==> src/rtl/lmt_pkg.sv <==
// Shared types and constants for the LCD line mode timer.
package lmt_pkg;

    // Scanline timing, in the units of the elapsed count that each request carries
    localparam logic [8:0] LINE_CYCLES     = 9'd456;
    localparam logic [8:0] OAM_CYCLES      = 9'd80;
    localparam logic [8:0] TRANSFER_CYCLES = 9'd172;
    localparam logic [8:0] OAM_BOUND       = LINE_CYCLES - OAM_CYCLES;
    localparam logic [8:0] XFER_BOUND      = OAM_BOUND - TRANSFER_CYCLES;

    localparam logic [7:0] VBLANK_LINE = 8'd144;
    localparam logic [7:0] LAST_LINE   = 8'd153;

    localparam int CYCLES_W = 8;
    localparam int LINE_W   = 8;
    localparam int CFG_IDX_W  = 2;
    localparam int CFG_DATA_W = 8;

    // Configuration register indexes
    localparam logic [CFG_IDX_W-1:0] REG_DISPLAY_ENABLE = 2'd0;
    localparam logic [CFG_IDX_W-1:0] REG_STAT_IRQ_EN    = 2'd1;
    localparam logic [CFG_IDX_W-1:0] REG_COMPARE_LINE   = 2'd2;

    // Bits of the STAT interrupt enable register
    localparam int IRQ_EN_HBLANK = 0;
    localparam int IRQ_EN_VBLANK = 1;
    localparam int IRQ_EN_OAM    = 2;
    localparam int IRQ_EN_COINC  = 3;

    typedef enum logic [1:0] {
        MODE_HBLANK   = 2'd0,
        MODE_VBLANK   = 2'd1,
        MODE_OAM      = 2'd2,
        MODE_TRANSFER = 2'd3
    } lcd_mode_t;

    typedef struct packed {
        logic              display_enable;
        logic [3:0]        stat_irq_enables;
        logic [LINE_W-1:0] compare_line;
    } cfg_t;

    // Packed with line_number in the lowest bits
    typedef struct packed {
        logic              render_request;
        logic              vblank_irq;
        logic              stat_irq;
        logic              coincidence;
        lcd_mode_t         lcd_mode;
        logic [LINE_W-1:0] line_number;
    } result_t;

    localparam int RESULT_W = $bits(result_t);
    localparam int OUT_TDATA_W = ((RESULT_W + 7) / 8) * 8;

endpackage

==> src/rtl/lmt_cfg_regs.sv <==
// Configuration register file of the LCD line mode timer.
module lmt_cfg_regs
    import lmt_pkg::*;
(
    input  logic                  clk,
    input  logic                  rst_n,
    input  logic                  cfg_we,
    input  logic [CFG_IDX_W-1:0]  cfg_index,
    input  logic [CFG_DATA_W-1:0] cfg_wdata,
    output cfg_t                  cfg
);

    cfg_t cfg_reg;
    cfg_t cfg_next;

    always_comb
    begin
        cfg_next = cfg_reg;
        if (cfg_we)
        begin
            case (cfg_index)
                REG_DISPLAY_ENABLE: cfg_next.display_enable   = cfg_wdata[0];
                REG_STAT_IRQ_EN:    cfg_next.stat_irq_enables = cfg_wdata[3:0];
                REG_COMPARE_LINE:   cfg_next.compare_line     = cfg_wdata[LINE_W-1:0];
                default:            cfg_next = cfg_reg;  // unmapped index, ignored
            endcase
        end
    end

    always_ff @(posedge clk or negedge rst_n)
    begin
        if (!rst_n)
        begin
            cfg_reg.display_enable   <= 1'b1;
            cfg_reg.stat_irq_enables <= '0;
            cfg_reg.compare_line     <= '0;
        end
        else
        begin
            cfg_reg <= cfg_next;
        end
    end

    assign cfg = cfg_reg;

endmodule

==> src/rtl/lmt_step.sv <==
// Line timing state and the per-request mode, interrupt and line update.
module lmt_step
    import lmt_pkg::*;
(
    input  logic                clk,
    input  logic                rst_n,
    input  logic                step_en,
    input  logic [CYCLES_W-1:0] cycles,
    input  cfg_t                cfg,
    output result_t             res
);

    logic [8:0]        countdown_reg, countdown_next;
    logic [LINE_W-1:0] line_reg, line_next;
    lcd_mode_t         mode_reg, mode_next;

    lcd_mode_t         mode;
    logic              coinc;
    logic              stat;
    logic              reload;
    logic [LINE_W-1:0] line_inc;

    always_comb
    begin
        // Mode from the countdown before this request's decrement
        if (line_reg >= VBLANK_LINE)
            mode = MODE_VBLANK;
        else if (countdown_reg >= OAM_BOUND)
            mode = MODE_OAM;
        else if (countdown_reg >= XFER_BOUND)
            mode = MODE_TRANSFER;
        else
            mode = MODE_HBLANK;

        coinc = (line_reg == cfg.compare_line);

        stat = 1'b0;
        if (mode != mode_reg)
        begin
            case (mode)
                MODE_HBLANK: stat = cfg.stat_irq_enables[IRQ_EN_HBLANK];
                MODE_VBLANK: stat = cfg.stat_irq_enables[IRQ_EN_VBLANK];
                MODE_OAM:    stat = cfg.stat_irq_enables[IRQ_EN_OAM];
                default:     stat = 1'b0;  // transfer has no enable
            endcase
        end
        if (coinc && cfg.stat_irq_enables[IRQ_EN_COINC])
            stat = 1'b1;

        reload   = ({1'b0, cycles} >= countdown_reg);
        line_inc = line_reg + 8'd1;

        res.line_number    = line_reg;
        res.lcd_mode       = mode;
        res.coincidence    = coinc;
        res.stat_irq       = stat;
        res.vblank_irq     = 1'b0;
        res.render_request = 1'b0;

        countdown_next = countdown_reg - {1'b0, cycles};
        line_next      = line_reg;
        mode_next      = mode;

        if (reload)
        begin
            countdown_next     = LINE_CYCLES;
            res.vblank_irq     = (line_inc == VBLANK_LINE);
            res.render_request = (line_inc < VBLANK_LINE);
            line_next          = (line_inc > LAST_LINE) ? '0 : line_inc;
        end
        res.line_number = line_next;

        // Display off: park on line 0 in vblank, no requests
        if (!cfg.display_enable)
        begin
            countdown_next = LINE_CYCLES;
            line_next      = '0;
            mode_next      = MODE_VBLANK;
            res            = '0;
            res.lcd_mode   = MODE_VBLANK;
        end
    end

    always_ff @(posedge clk or negedge rst_n)
    begin
        if (!rst_n)
        begin
            countdown_reg <= '0;
            line_reg      <= '0;
            mode_reg      <= MODE_HBLANK;
        end
        else if (step_en)
        begin
            countdown_reg <= countdown_next;
            line_reg      <= line_next;
            mode_reg      <= mode_next;
        end
    end

endmodule

==> src/rtl/lcd_line_mode_timer.sv <==
// Top level of the LCD line mode timer: input register, step logic, result register.
//
// Each request carries the CPU time elapsed since the previous one and
// yields exactly one result: the scanline after the step, the LCD mode seen
// before the countdown moved, the line-compare coincidence flag and the
// STAT, vblank and render requests. The block takes one request per clock while
// s_tready is high and returns results in order through the input register, then
// the result register; all state is updated in the single step stage between them,
// so consecutive requests see each other's effect. Both stream sides may stall
// freely; s_tready is high when the input register is empty or the result
// register can take a new result. Configuration is written through cfg_we/cfg_index/
// cfg_wdata and should change only while no request is in flight. After reset
// the countdown is zero, so the first request advances to line 1.
module lcd_line_mode_timer
    import lmt_pkg::*;
(
    input  logic                   clk,
    input  logic                   rst_n,

    input  logic                   s_tvalid,
    output logic                   s_tready,
    input  logic [CYCLES_W-1:0]    s_tdata,   // [7:0] cycles_elapsed

    output logic                   m_tvalid,
    input  logic                   m_tready,
    // [7:0] line_number, [9:8] lcd_mode, [10] coincidence, [11] stat_irq,
    // [12] vblank_irq, [13] render_request, [15:14] zero
    output logic [OUT_TDATA_W-1:0] m_tdata,

    input  logic                   cfg_we,
    input  logic [CFG_IDX_W-1:0]   cfg_index,
    input  logic [CFG_DATA_W-1:0]  cfg_wdata
);

    cfg_t cfg;

    logic                in_valid_reg;
    logic [CYCLES_W-1:0] in_cycles_reg;
    logic                out_valid_reg;
    result_t             out_data_reg;
    result_t             step_res;

    logic out_free;
    logic step_en;

    // Result register can take a new value when empty or draining now
    assign out_free = !out_valid_reg || m_tready;
    assign step_en  = in_valid_reg && out_free;
    assign s_tready = !in_valid_reg || out_free;

    lmt_cfg_regs u_cfg
    (
        .clk       (clk),
        .rst_n     (rst_n),
        .cfg_we    (cfg_we),
        .cfg_index (cfg_index),
        .cfg_wdata (cfg_wdata),
        .cfg       (cfg)
    );

    lmt_step u_step
    (
        .clk     (clk),
        .rst_n   (rst_n),
        .step_en (step_en),
        .cycles  (in_cycles_reg),
        .cfg     (cfg),
        .res     (step_res)
    );

    // Input register
    always_ff @(posedge clk or negedge rst_n)
    begin
        if (!rst_n)
            in_valid_reg <= 1'b0;
        else if (s_tready)
            in_valid_reg <= s_tvalid;
    end

    always_ff @(posedge clk)
    begin
        if (s_tready && s_tvalid)
            in_cycles_reg <= s_tdata;
    end

    // Result register
    always_ff @(posedge clk or negedge rst_n)
    begin
        if (!rst_n)
            out_valid_reg <= 1'b0;
        else if (out_free)
            out_valid_reg <= in_valid_reg;
    end

    always_ff @(posedge clk)
    begin
        if (step_en)
            out_data_reg <= step_res;
    end

    assign m_tvalid = out_valid_reg;
    assign m_tdata  = {{(OUT_TDATA_W - RESULT_W){1'b0}}, out_data_reg};

endmodule
==> config.mk <==
export PLATFORM = sky130hd
export DESIGN_NAME = lcd_line_mode_timer
export DESIGN_NICKNAME = d
export VERILOG_FILES = /design/src/rtl/lmt_pkg.sv /design/src/rtl/lmt_cfg_regs.sv /design/src/rtl/lmt_step.sv /design/src/rtl/lcd_line_mode_timer.sv
export SDC_FILE = /design/constraint.sdc
export NUM_CORES = 1
export LEC_CHECK = 0
export ABC_CLOCK_PERIOD_IN_PS = 3300
export BUFFER_PORTS_ARGS = -buffer_cell sky130_fd_sc_hd__buf_2
export CORE_ASPECT_RATIO = 0.5
export CORE_MARGIN = 2
export CORE_UTILIZATION = 55
export CTS_CLUSTER_DIAMETER = 200
export DETAILED_ROUTE_END_ITERATION = 10
export GPL_TIMING_DRIVEN = 0
export HOLD_SLACK_MARGIN = 0.08
export PLACE_DENSITY = 0.87
export SLEW_MARGIN = 25
export SYNTH_ARGS = -nofsm -noshare
export SYNTH_HDL_FRONTEND = slang
export SYNTH_SLANG_ARGS = --single-unit
==> constraint.sdc <==
create_clock -name clk -period 3.3 [get_ports clk]
set_input_delay 0.33 -clock clk [delete_from_list [all_inputs] [get_ports clk]]
set_output_delay 0.33 -clock clk [all_outputs]
set_load 0.005 [all_outputs]
# After elaboration in Yosys (flattened, before gate mapping)
# Cells that the tools add are included.
[totals]
regBits = 56
out_inout_bits = 18
[op_classes]
addsub = 2
magnitude_cmp = 6
n_eq_ne = 7
mux = 12
reduce_logical = 13
[ops]
columns = ["op", "count"]
rows = [
  ["8-bit 2-to-1 mux", 3],
  ["9-bit 2-to-1 mux", 2],
  ["8-bit by 9-bit >= comparator with 1-bit output", 1],
  ["9-bit by 8-bit >= comparator with 1-bit output, second input constant", 1],
  ["9-bit >= comparator, second input constant", 1],
  ["9-bit by 8-bit subtractor with 9-bit output", 1],
  ["8-bit by 1-bit adder with 8-bit output, second input constant", 1],
  ["8-bit equality test", 1],
  ["8-bit equality test, second input constant", 1],
  ["8-bit >= comparator, second input constant", 1],
  ["8-bit greater-than comparator, second input constant", 1],
  ["8-bit less-than comparator, second input constant", 1],
  ["2-bit 2-to-1 mux", 4],
  ["2-bit AND reduction", 4],
  ["2-bit by 1-bit equality test with 1-bit output, second input constant", 2],
  ["2-bit equality test, second input constant", 2],
  ["2-bit logical NOT", 2],
  ["1-bit logical AND", 3],
  ["1-bit one-hot mux with 3 select lines", 1],
  ["1-bit logical NOT", 2],
  ["1-bit logical OR", 2],
  ["1-bit 2-to-1 mux", 2],
  ["2-bit != test", 1],
]

# Logic depth before layout (Yosys ltp)
# Gate-level depths: netlist (run 1).
[depth]
word_depth = 8
depth_mapped = 10
ltp_nobuf = 10

# By module
# Synthesis (run 1) repeated with hierarchy kept, for this count alone.
[hier_totals]
cells_unflattened = 305
hier_area_um2 = 3229.3
[by_module_without_submodules]
columns = ["mod", "instances", "cells_per_inst", "area_per_inst_um2", "seq_area_each_um2"]
rows = [
  ["lmt_step", 1, 243, 1938.1, 475.5],
  ["lcd_line_mode_timer", 1, 33, 783.3, 710.7],
  ["lmt_cfg_regs", 1, 29, 508.0, 326.6],
]

# Worst setup path after synthesis (run 1)
# OpenSTA, ideal clock, no wires.
[synth_path]
path_kind = "reg-to-reg"
startpoint = "register u_step.countdown_reg[4]"
endpoint = "register out_data_reg (netlist bit m_tdata[6]), data pin"
t_arrival_ps = 2236
required_ps = 3154
slack_ps = 917
path_stages_with_launch = 8
n_path_buf = 0
cell_sequence = "dfrtp_1 ha_1 a211oi_1 nor2_1 o311a_1 or2_4 or4_4 a21oi_1"
[synth_between]
elab_chain_len = 2
[synth_rtl]
columns = ["element", "line", "source"]
rows = [
  ["start: declaration", "lmt_step.sv:13", "logic [8:0] countdown_reg, countdown_next;"],
  ["start signal: assignment", "lmt_step.sv:94", "countdown_reg <= countdown_next;"],
  ["8-bit by 9-bit >= comparator with 1-bit output", "lmt_step.sv:50", "reload = ({1'b0, cycles} >= countdown_reg);"],
  ["8-bit 2-to-1 mux", "lmt_step.sv:64", "if (reload)"],
  ["end signal: assignment", "lcd_line_mode_timer.sv:98", "out_data_reg <= step_res;"],
  ["end: declaration", "lcd_line_mode_timer.sv:40", "result_t out_data_reg;"],
]
# Every way passes these cells.
# A chain may end at the register's enable or synchronous reset.

# Worst setup path after layout (run 1)
[layout_path]
startpoint = "register u_step.line_reg[1]"
endpoint = "register out_data_reg (netlist bit m_tdata[3]), data pin"
[layout_between]
elab_chain_len = 4
[layout_rtl]
columns = ["element", "line", "source"]
rows = [
  ["start: declaration", "lmt_step.sv:14", "logic [LINE_W-1:0] line_reg, line_next;"],
  ["start signal: assignment", "lmt_step.sv:95", "line_reg <= line_next;"],
  ["8-bit by 1-bit adder with 8-bit output (*)", "lmt_step.sv:51", "line_inc = line_reg + 8'd1;"],
  ["8-bit greater-than comparator", "lmt_step.sv:69", "line_next = (line_inc > LAST_LINE) ? '0 : line_inc;"],
  ["8-bit 2-to-1 mux (*)", "lmt_step.sv:69", ""],
  ["8-bit 2-to-1 mux (*)", "lmt_step.sv:64", ""],
]
# Mark *: on every way between the ends. The rest lies on a longest branch, timed or not.

==> reports/results.ini, run 1 <==
[die]
die_area_um2=6199
die_w_um=109.4
rows=19
coreArea_um2=5420
initial_core_util=0.5633
pin_count=41
die_h_um=56.68

[clock_network]
cts.hold.buffers_added=0
htree_num_levels=2
post_cts_buffers=0
cts_sinks=56
tritoncts=built
cts_resized=0
clk_pin_slew_ps=100
clockRootBuffer=clkbuf_8
ctsLongestPathBuffers=2
cts_made_buffers=5
insertion_delay_ps=320

[global_route]
grt_pass1_wl_mm=10.96
grtUsageMet3=0.04646
track_usage=0.2302
first_global_vias=2377
grt_max_degree=35
grt_use_met2=0.3589
grt-ovfl-total=0
use_met1=0.3189
top_usage_layer=met2
antenna_found_initial=0

[sta]
slew_violations=0
rsz0062_at_grt=no
finalCritPeriodShare=0.8378
finalCriticalPeriod_ps=2765
tightest_slew_ps=780.7
slew_headroom=0.4795
hold_violations=0
fmax_mhz=361.7
skew_ps=14.90
fin_ws_ps=535.3
whs_ps=80.70
setup_violations=0
fin_tns_setup_ps=0

[yosys]
syn_area_um2=3053
yosysUniqueCellTypes=58
synth_seq_area_share=0.4955
postSynth.asyncResetShare=0.6071
synth-edff-count=22
synth_ff_type=dfrtp_1
ys_seq_elements=56
yosys_warnings=0
synthCells=296
avgSynthCellArea_um2=10.31

[route]
drcViolationCount=0
drt_iter0_drc=120
first_pass_iters=6
wl_per_cell_um=15.73
postRouteAntennaNets=0
vias=2440
avgViaCountPerCell=5.865
routed_wl_mm=6.542

[finish]
largest_register_ff_count=14
final_nets=378
instances_no_fill=416
n_antenna_cell=0
syn_to_final_growth_pct=12.99
drive_gt1_frac=0.2041

[critical_path]
cp_cell_sequence=ha_1 > clkbuf_1 > or3b_2 > nand3_1 > o22ai_1 > a211oi_2 > nand2b_1 > a21oi_1
worstSetupPathType=flip-flop to flip-flop
crit_arrival_ps=2930
start_kind=flip-flop
required_ps=3460
critPathCapture=m_tdata[3]
worstRegToRegCells=8
crit_start=u_step.line_reg[1]
end_kind=flip-flop
max_stage_delay_ps=520
reg2reg_setup_slack_ps=540
r2r_start=u_step.line_reg[1]
slowest_stage=dfrtp_1
timing.rr.end=m_tdata[3]
worstPathMaxFanout=9

[placed_design]
io_buffers=38
dp.cells=408
place_ws_ps=610.3
dp_hpwl_mm=4.693
place.gp.congestion=0.8944

[pwr]
power.density_nw_per_um2=700.8
ir_drop_mv=0.2948
p_leak_nw=1.490

[status]
outcome=complete, no violations

[run]
max_cap_viol_count=0

[hold_path]
min_path_type=primary input to async pin

==> layout make-up <==
| type | instances | area [um2] |
|---|---|---|
| clock inverter | 3 | 41.29 |
| tap | 73 | 91.34 |
| timing repair buffer | 38 | 190.2 |
| clock buffer | 5 | 68.82 |
| multi-input combinational | 209 | 1415 |
| fill | 435 | 1971 |
| sequential | 56 | 1513 |
| inverter | 17 | 63.81 |
| buffer | 15 | 66.31 |
==> worst min path at each step <==
stage | endpoint | slack [ps] | cells after the start | start
after global routing | u_step.countdown_reg[0] | 140 | 1 | rst_n
after global placement | u_step.countdown_reg[0] | 440 | 1 | rst_n
after CTS | u_step.countdown_reg[0] | 110 | 1 | rst_n
after floorplan | in_valid_reg | 30 | 0 | rst_n
final | u_step.countdown_reg[0] | 80 | 1 | rst_n
after detailed placement | u_step.countdown_reg[0] | 450 | 1 | rst_n
==> metrics by stage <==
stage	util	cell area [um2]	power (mW)
detailed placement	0.6159	3338	1.944
finish	0.6364	3450	2.417
global placement	0.6159	3338	1.893
floorplan	-	3057	1.696
CTS	0.6362	3448	2.402
global route	0.6364	3450	2.577
==> report_power, final <==
| group | internal (mW) | switching, mW |
|---|---|---|
| Combinational | 0.388 | 0.555 |
| Clock | 0.226 | 0.236 |
| Sequential | 0.886 | 0.127 |
==> layer usage <==
layer,vias up,wire (um)
li1,1152,-
met4,0,136
met2,111,3086
met5,-,0
met3,19,519
met1,1158,2800
==> worst max-delay path, delay by kind of cell, from the launching register on <==
family / cells / cell delay (ps)
AOI/OAI and AO/OA: 3 / 880
and+or+nand+nor: 3 / 770
DFF: 1 / 520
adders and majority gates: 1 / 240
buffers and inverters: 1 / 210
==> placed cells by master (no fill, tap or decap), types with 2 or more instances in the layout <==
| cell type | synthesis | layout |
|---|---|---|
| ha_1 | 12 | 12 |
| and4_1 | 3 | 3 |
| nor2_1 | 11 | 11 |
| mux2_2 | 12 | 12 |
| inv_1 | 17 | 17 |
| a22oi_1 | 3 | 3 |
| xor2_1 | 7 | 7 |
| o31ai_1 | 6 | 6 |
| clkbuf_8 | 0 | 5 |
| nand4_1 | 5 | 5 |
| o21ai_0 | 14 | 14 |
| buf_4 | 2 | 2 |
| and2_1 | 2 | 2 |
| o221ai_1 | 3 | 3 |
| buf_2 | 1 | 39 |
| a211oi_1 | 2 | 2 |
| a21oi_1 | 14 | 14 |
| nor2b_1 | 2 | 2 |
| nor4_1 | 2 | 2 |
| o211ai_1 | 3 | 3 |
| a21o_1 | 3 | 3 |
| edfxtp_1 | 22 | 22 |
| dfrtp_1 | 33 | 33 |
| nand3_1 | 7 | 7 |
| xnor2_1 | 12 | 12 |
| conb_1 | 1 | 2 |
| nand2b_1 | 5 | 5 |
| clkbuf_1 | 12 | 11 |
| nand3b_1 | 4 | 4 |
| a31oi_1 | 2 | 2 |
| nand2_1 | 42 | 42 |
| nor3_1 | 4 | 4 |
| o21a_1 | 2 | 2 |
==> synthesized netlist by cell type, drive strengths merged (4+ instances only) <==
cell    count  area share
xnor2      12       0.034
xor2        7       0.020
nand3b      4      0.0098
dfrtp      33        0.27
nand3       7       0.011
nand2      42       0.052
o211ai      4       0.011
edfxtp     22        0.22
nor3        4      0.0066
nor2       11       0.014
o31ai       6       0.015
nand2b      5       0.010
ha         12       0.049
inv        17       0.021
nand4       5       0.010
o21ai      15       0.025
a21oi      15       0.026
clkbuf     12       0.015
mux2       12       0.044
==> logic make-up after synthesis <==
group	Yosys count	share of synthesized area
buffers and inverters	32	0.04221
AO/OA/AOI/OAI	66	0.1467
other	1	0.001228
multiplexers	12	0.04426
AND/OR/NAND/NOR	97	0.1598
flip-flops	56	0.4955
adder cells (fa/ha/maj)	13	0.05574
XOR/XNOR	19	0.05451
(Power assumes the default switching activity.)
==> run 2: changes to the inputs <==
--- a/config.mk
+++ b/config.mk
@@ -5,7 +5,7 @@
 export SDC_FILE = /design/constraint.sdc
 export NUM_CORES = 1
 export LEC_CHECK = 0
-export ABC_CLOCK_PERIOD_IN_PS = 3300
+export ABC_CLOCK_PERIOD_IN_PS = 2600
 export BUFFER_PORTS_ARGS = -buffer_cell sky130_fd_sc_hd__buf_2
 export CORE_ASPECT_RATIO = 0.5
 export CORE_MARGIN = 2
==> constraint.sdc (replaced) <==
create_clock -name clk -period 2.6 [get_ports clk]
set_input_delay 0.26 -clock clk [delete_from_list [all_inputs] [get_ports clk]]
set_output_delay 0.26 -clock clk [all_outputs]
set_load 0.005 [all_outputs]
==> run 2 against run 1 <==
Against the previous run: fmax rose by 9.1%; die area did not move; combinational power rose by 41%; highest routed layer unchanged; register-to-register slack got worse by 470 ps; critical path type unchanged; via count rose by 0.49%; global-route usage rose by 0.30 points; largest cell class is now multi-input gates; count of clock-buffer cells in the layout did not move; utilization rose by 2.5 points.
==> reports/results.ini, run 2 (same netlist as run 1, synthesis figures left out) <==
[die]
die_area_um2=6199  ; unchanged
pin_count=41  ; unchanged
die_w_um=109.4  ; unchanged
rows=19  ; unchanged
die_h_um=56.68  ; unchanged
initial_core_util=0.5633  ; unchanged
coreArea_um2=5420  ; unchanged

[finish]
n_antenna_cell=0  ; unchanged
mostFrequentLayoutCells=42 x nand2_1, 40 x buf_2, 33 x dfrtp_1, 22 x edfxtp_1, 16 x inv_1
final_nets=381  ; +0.79%
largest_register_ff_count=14  ; unchanged
drive_gt1_frac=0.2486  ; +0.04447
syn_to_final_growth_pct=17.42
utilization=0.6614  ; +0.02493
instances_no_fill=419  ; +0.72%
layout_commonest_cell=nand2_1

[pwr]
p_int_mw=1.999  ; +33%
p_sw_mw=1.226  ; +34%
p_total_mw=3.225  ; +33%
ir_drop_mv=0.3805  ; +29%
pwr-share-comb=0.414  ; +0.024
p_leak_nw=1.505  ; +1.0%
power_frac_seq=0.404  ; -0.015
clock_power_share=0.183  ; -0.008
power.density_nw_per_um2=899.8  ; +28%
switching_share=0.3801  ; about the same

[clock_network]
cts_sinks=56  ; unchanged
insertion_delay_ps=320  ; about the same
clk_pin_slew_ps=100  ; about the same
ctsLongestPathBuffers=2  ; unchanged
clockRootBuffer=clkbuf_8
cts_made_buffers=5  ; unchanged
htree_num_levels=2  ; unchanged
tritoncts=built

[route]
wl_per_cell_um=16.17  ; +2.9%
routed_wl_mm=6.777  ; +3.6%
postRouteAntennaNets=0  ; unchanged
avgViaCountPerCell=5.852  ; -0.23%
vias=2452  ; +0.49%
drcViolationCount=0  ; unchanged
drt_iter0_drc=152  ; +27%
first_pass_iters=5  ; -1

[placed_design]
io_buffers=38  ; unchanged
dp_hpwl_mm=4.693  ; unchanged
place.gp.congestion=0.8944  ; unchanged
dp.cells=408  ; unchanged

[sta]
setup_violations=0  ; unchanged
hold_violations=0  ; unchanged
finalCritPeriodShare=0.9750  ; +0.1372
slew_violations=0  ; unchanged
whs_ps=111.0  ; +30.26 ps
finalCriticalPeriod_ps=2535  ; -229.6 ps
skew_ps=14.25  ; -0.6456 ps
fin_tns_setup_ps=0  ; unchanged
slew_headroom=0.4713  ; -0.008205
tightest_slew_ps=793.0  ; +12.31 ps
fmax_mhz=394.5  ; +9.1%

[global_route]
antenna_found_initial=0  ; unchanged
track_usage=0.2332  ; +0.003015
first_global_vias=2363  ; -0.59%
grt-ovfl-total=0  ; unchanged
grt_max_degree=35  ; unchanged
grt_pass1_wl_mm=11.05  ; +0.75%

[critical_path]
required_ps=2770  ; -690 ps
reg2reg_setup_slack_ps=60  ; -470 ps
start_kind=flip-flop
worstSetupPathType=flip-flop to flip-flop
worstPathMaxFanout=5  ; -4
crit_arrival_ps=2710  ; -220 ps
end_kind=flip-flop

[hold_path]
min_path_type=primary input to flip-flop

[status]
outcome=complete, no violations

[run]
max_cap_viol_count=0  ; unchanged

## run 2: changes by cell type in the layout (fill, tap and decap cells not counted), moves of 2 or more
cell	delta
clkbuf_1	-2
buf_4	+3
o21ai_1	+2
ha_4	+6
o21ai_0	-3
ha_1	-7
## run 2: worst max-delay path: stages, from the launching register on
cell and delay (ps):
dfrtp_1 460, ha_4 270, a211oi_2 200, nor2_1 100, o311a_1 430, or2_4 270
or4_4 500, a21oi_2 170
## run 2: what timing repair did
item	CTS	global route
endpoints found under the setup margin	8	15
buffers inserted	1	2
hold buffers	1	0
endpoints found under the hold margin	33	0
gates resized for setup	5	13
pin swaps	1	4
## run 2: area by class of cell
cell class,instances,area (um2)
Multi-Input combinational cell,209,1520
Timing Repair Buffer,42,222.7
Clock buffer,5,68.82
Tap cell,73,91.34
Fill cell,410,1836
Sequential cell,56,1513
Inverter,17,63.81
Clock inverter,3,41.29
Buffer,14,63.81
## run 2: power by group through the flow
stage                     clock [mW]  combinational [mW]  sequential (mW)
after floorplan                    0               0.894             1.26
after global placement             0                1.12             1.29
after detailed placement           0                1.17             1.30
after CTS                      0.589                1.22             1.28
after global routing           0.625                1.47             1.32
final                          0.590                1.33             1.30
## run 2: worst paths after layout
check                                         from  cells after the start                      end
setup / recovery           u_step.countdown_reg[4]                      7               m_tdata[6]
hold / removal                          s_tdata[7]                      1         in_cycles_reg[7]
setup reg to reg           u_step.countdown_reg[4]                      7               m_tdata[6]
hold reg to reg            u_step.countdown_reg[0]                      2  u_step.countdown_reg[0]
max in group asynchronous                    rst_n                      2       u_step.line_reg[0]
min in group asynchronous                    rst_n                      2  u_step.countdown_reg[1]
## run 2: layer usage
metal | routed length [um] | part of all wire | GRT usage | vias to the layer above
li1 | - | - | - | 1156
met1 | 2829 | 0.42 | 0.3242 | 1156
met2 | 3274 | 0.48 | 0.3668 | 123
met3 | 553 | 0.082 | 0.04530 | 17
met4 | 120 | 0.018 | 0.08137 | 0
met5 | 0 | 0 | 0 | -
## run 2: metrics by stage
stage / instance area [um2] / worst slack, ps
after global routing: 3585 / -20.17
after detailed placement: 3338 / -89.66
final: 3585 / 64.88
after global placement: 3338 / -39.71
after floorplan: 3057 / 217.2
after CTS: 3498 / 24.90
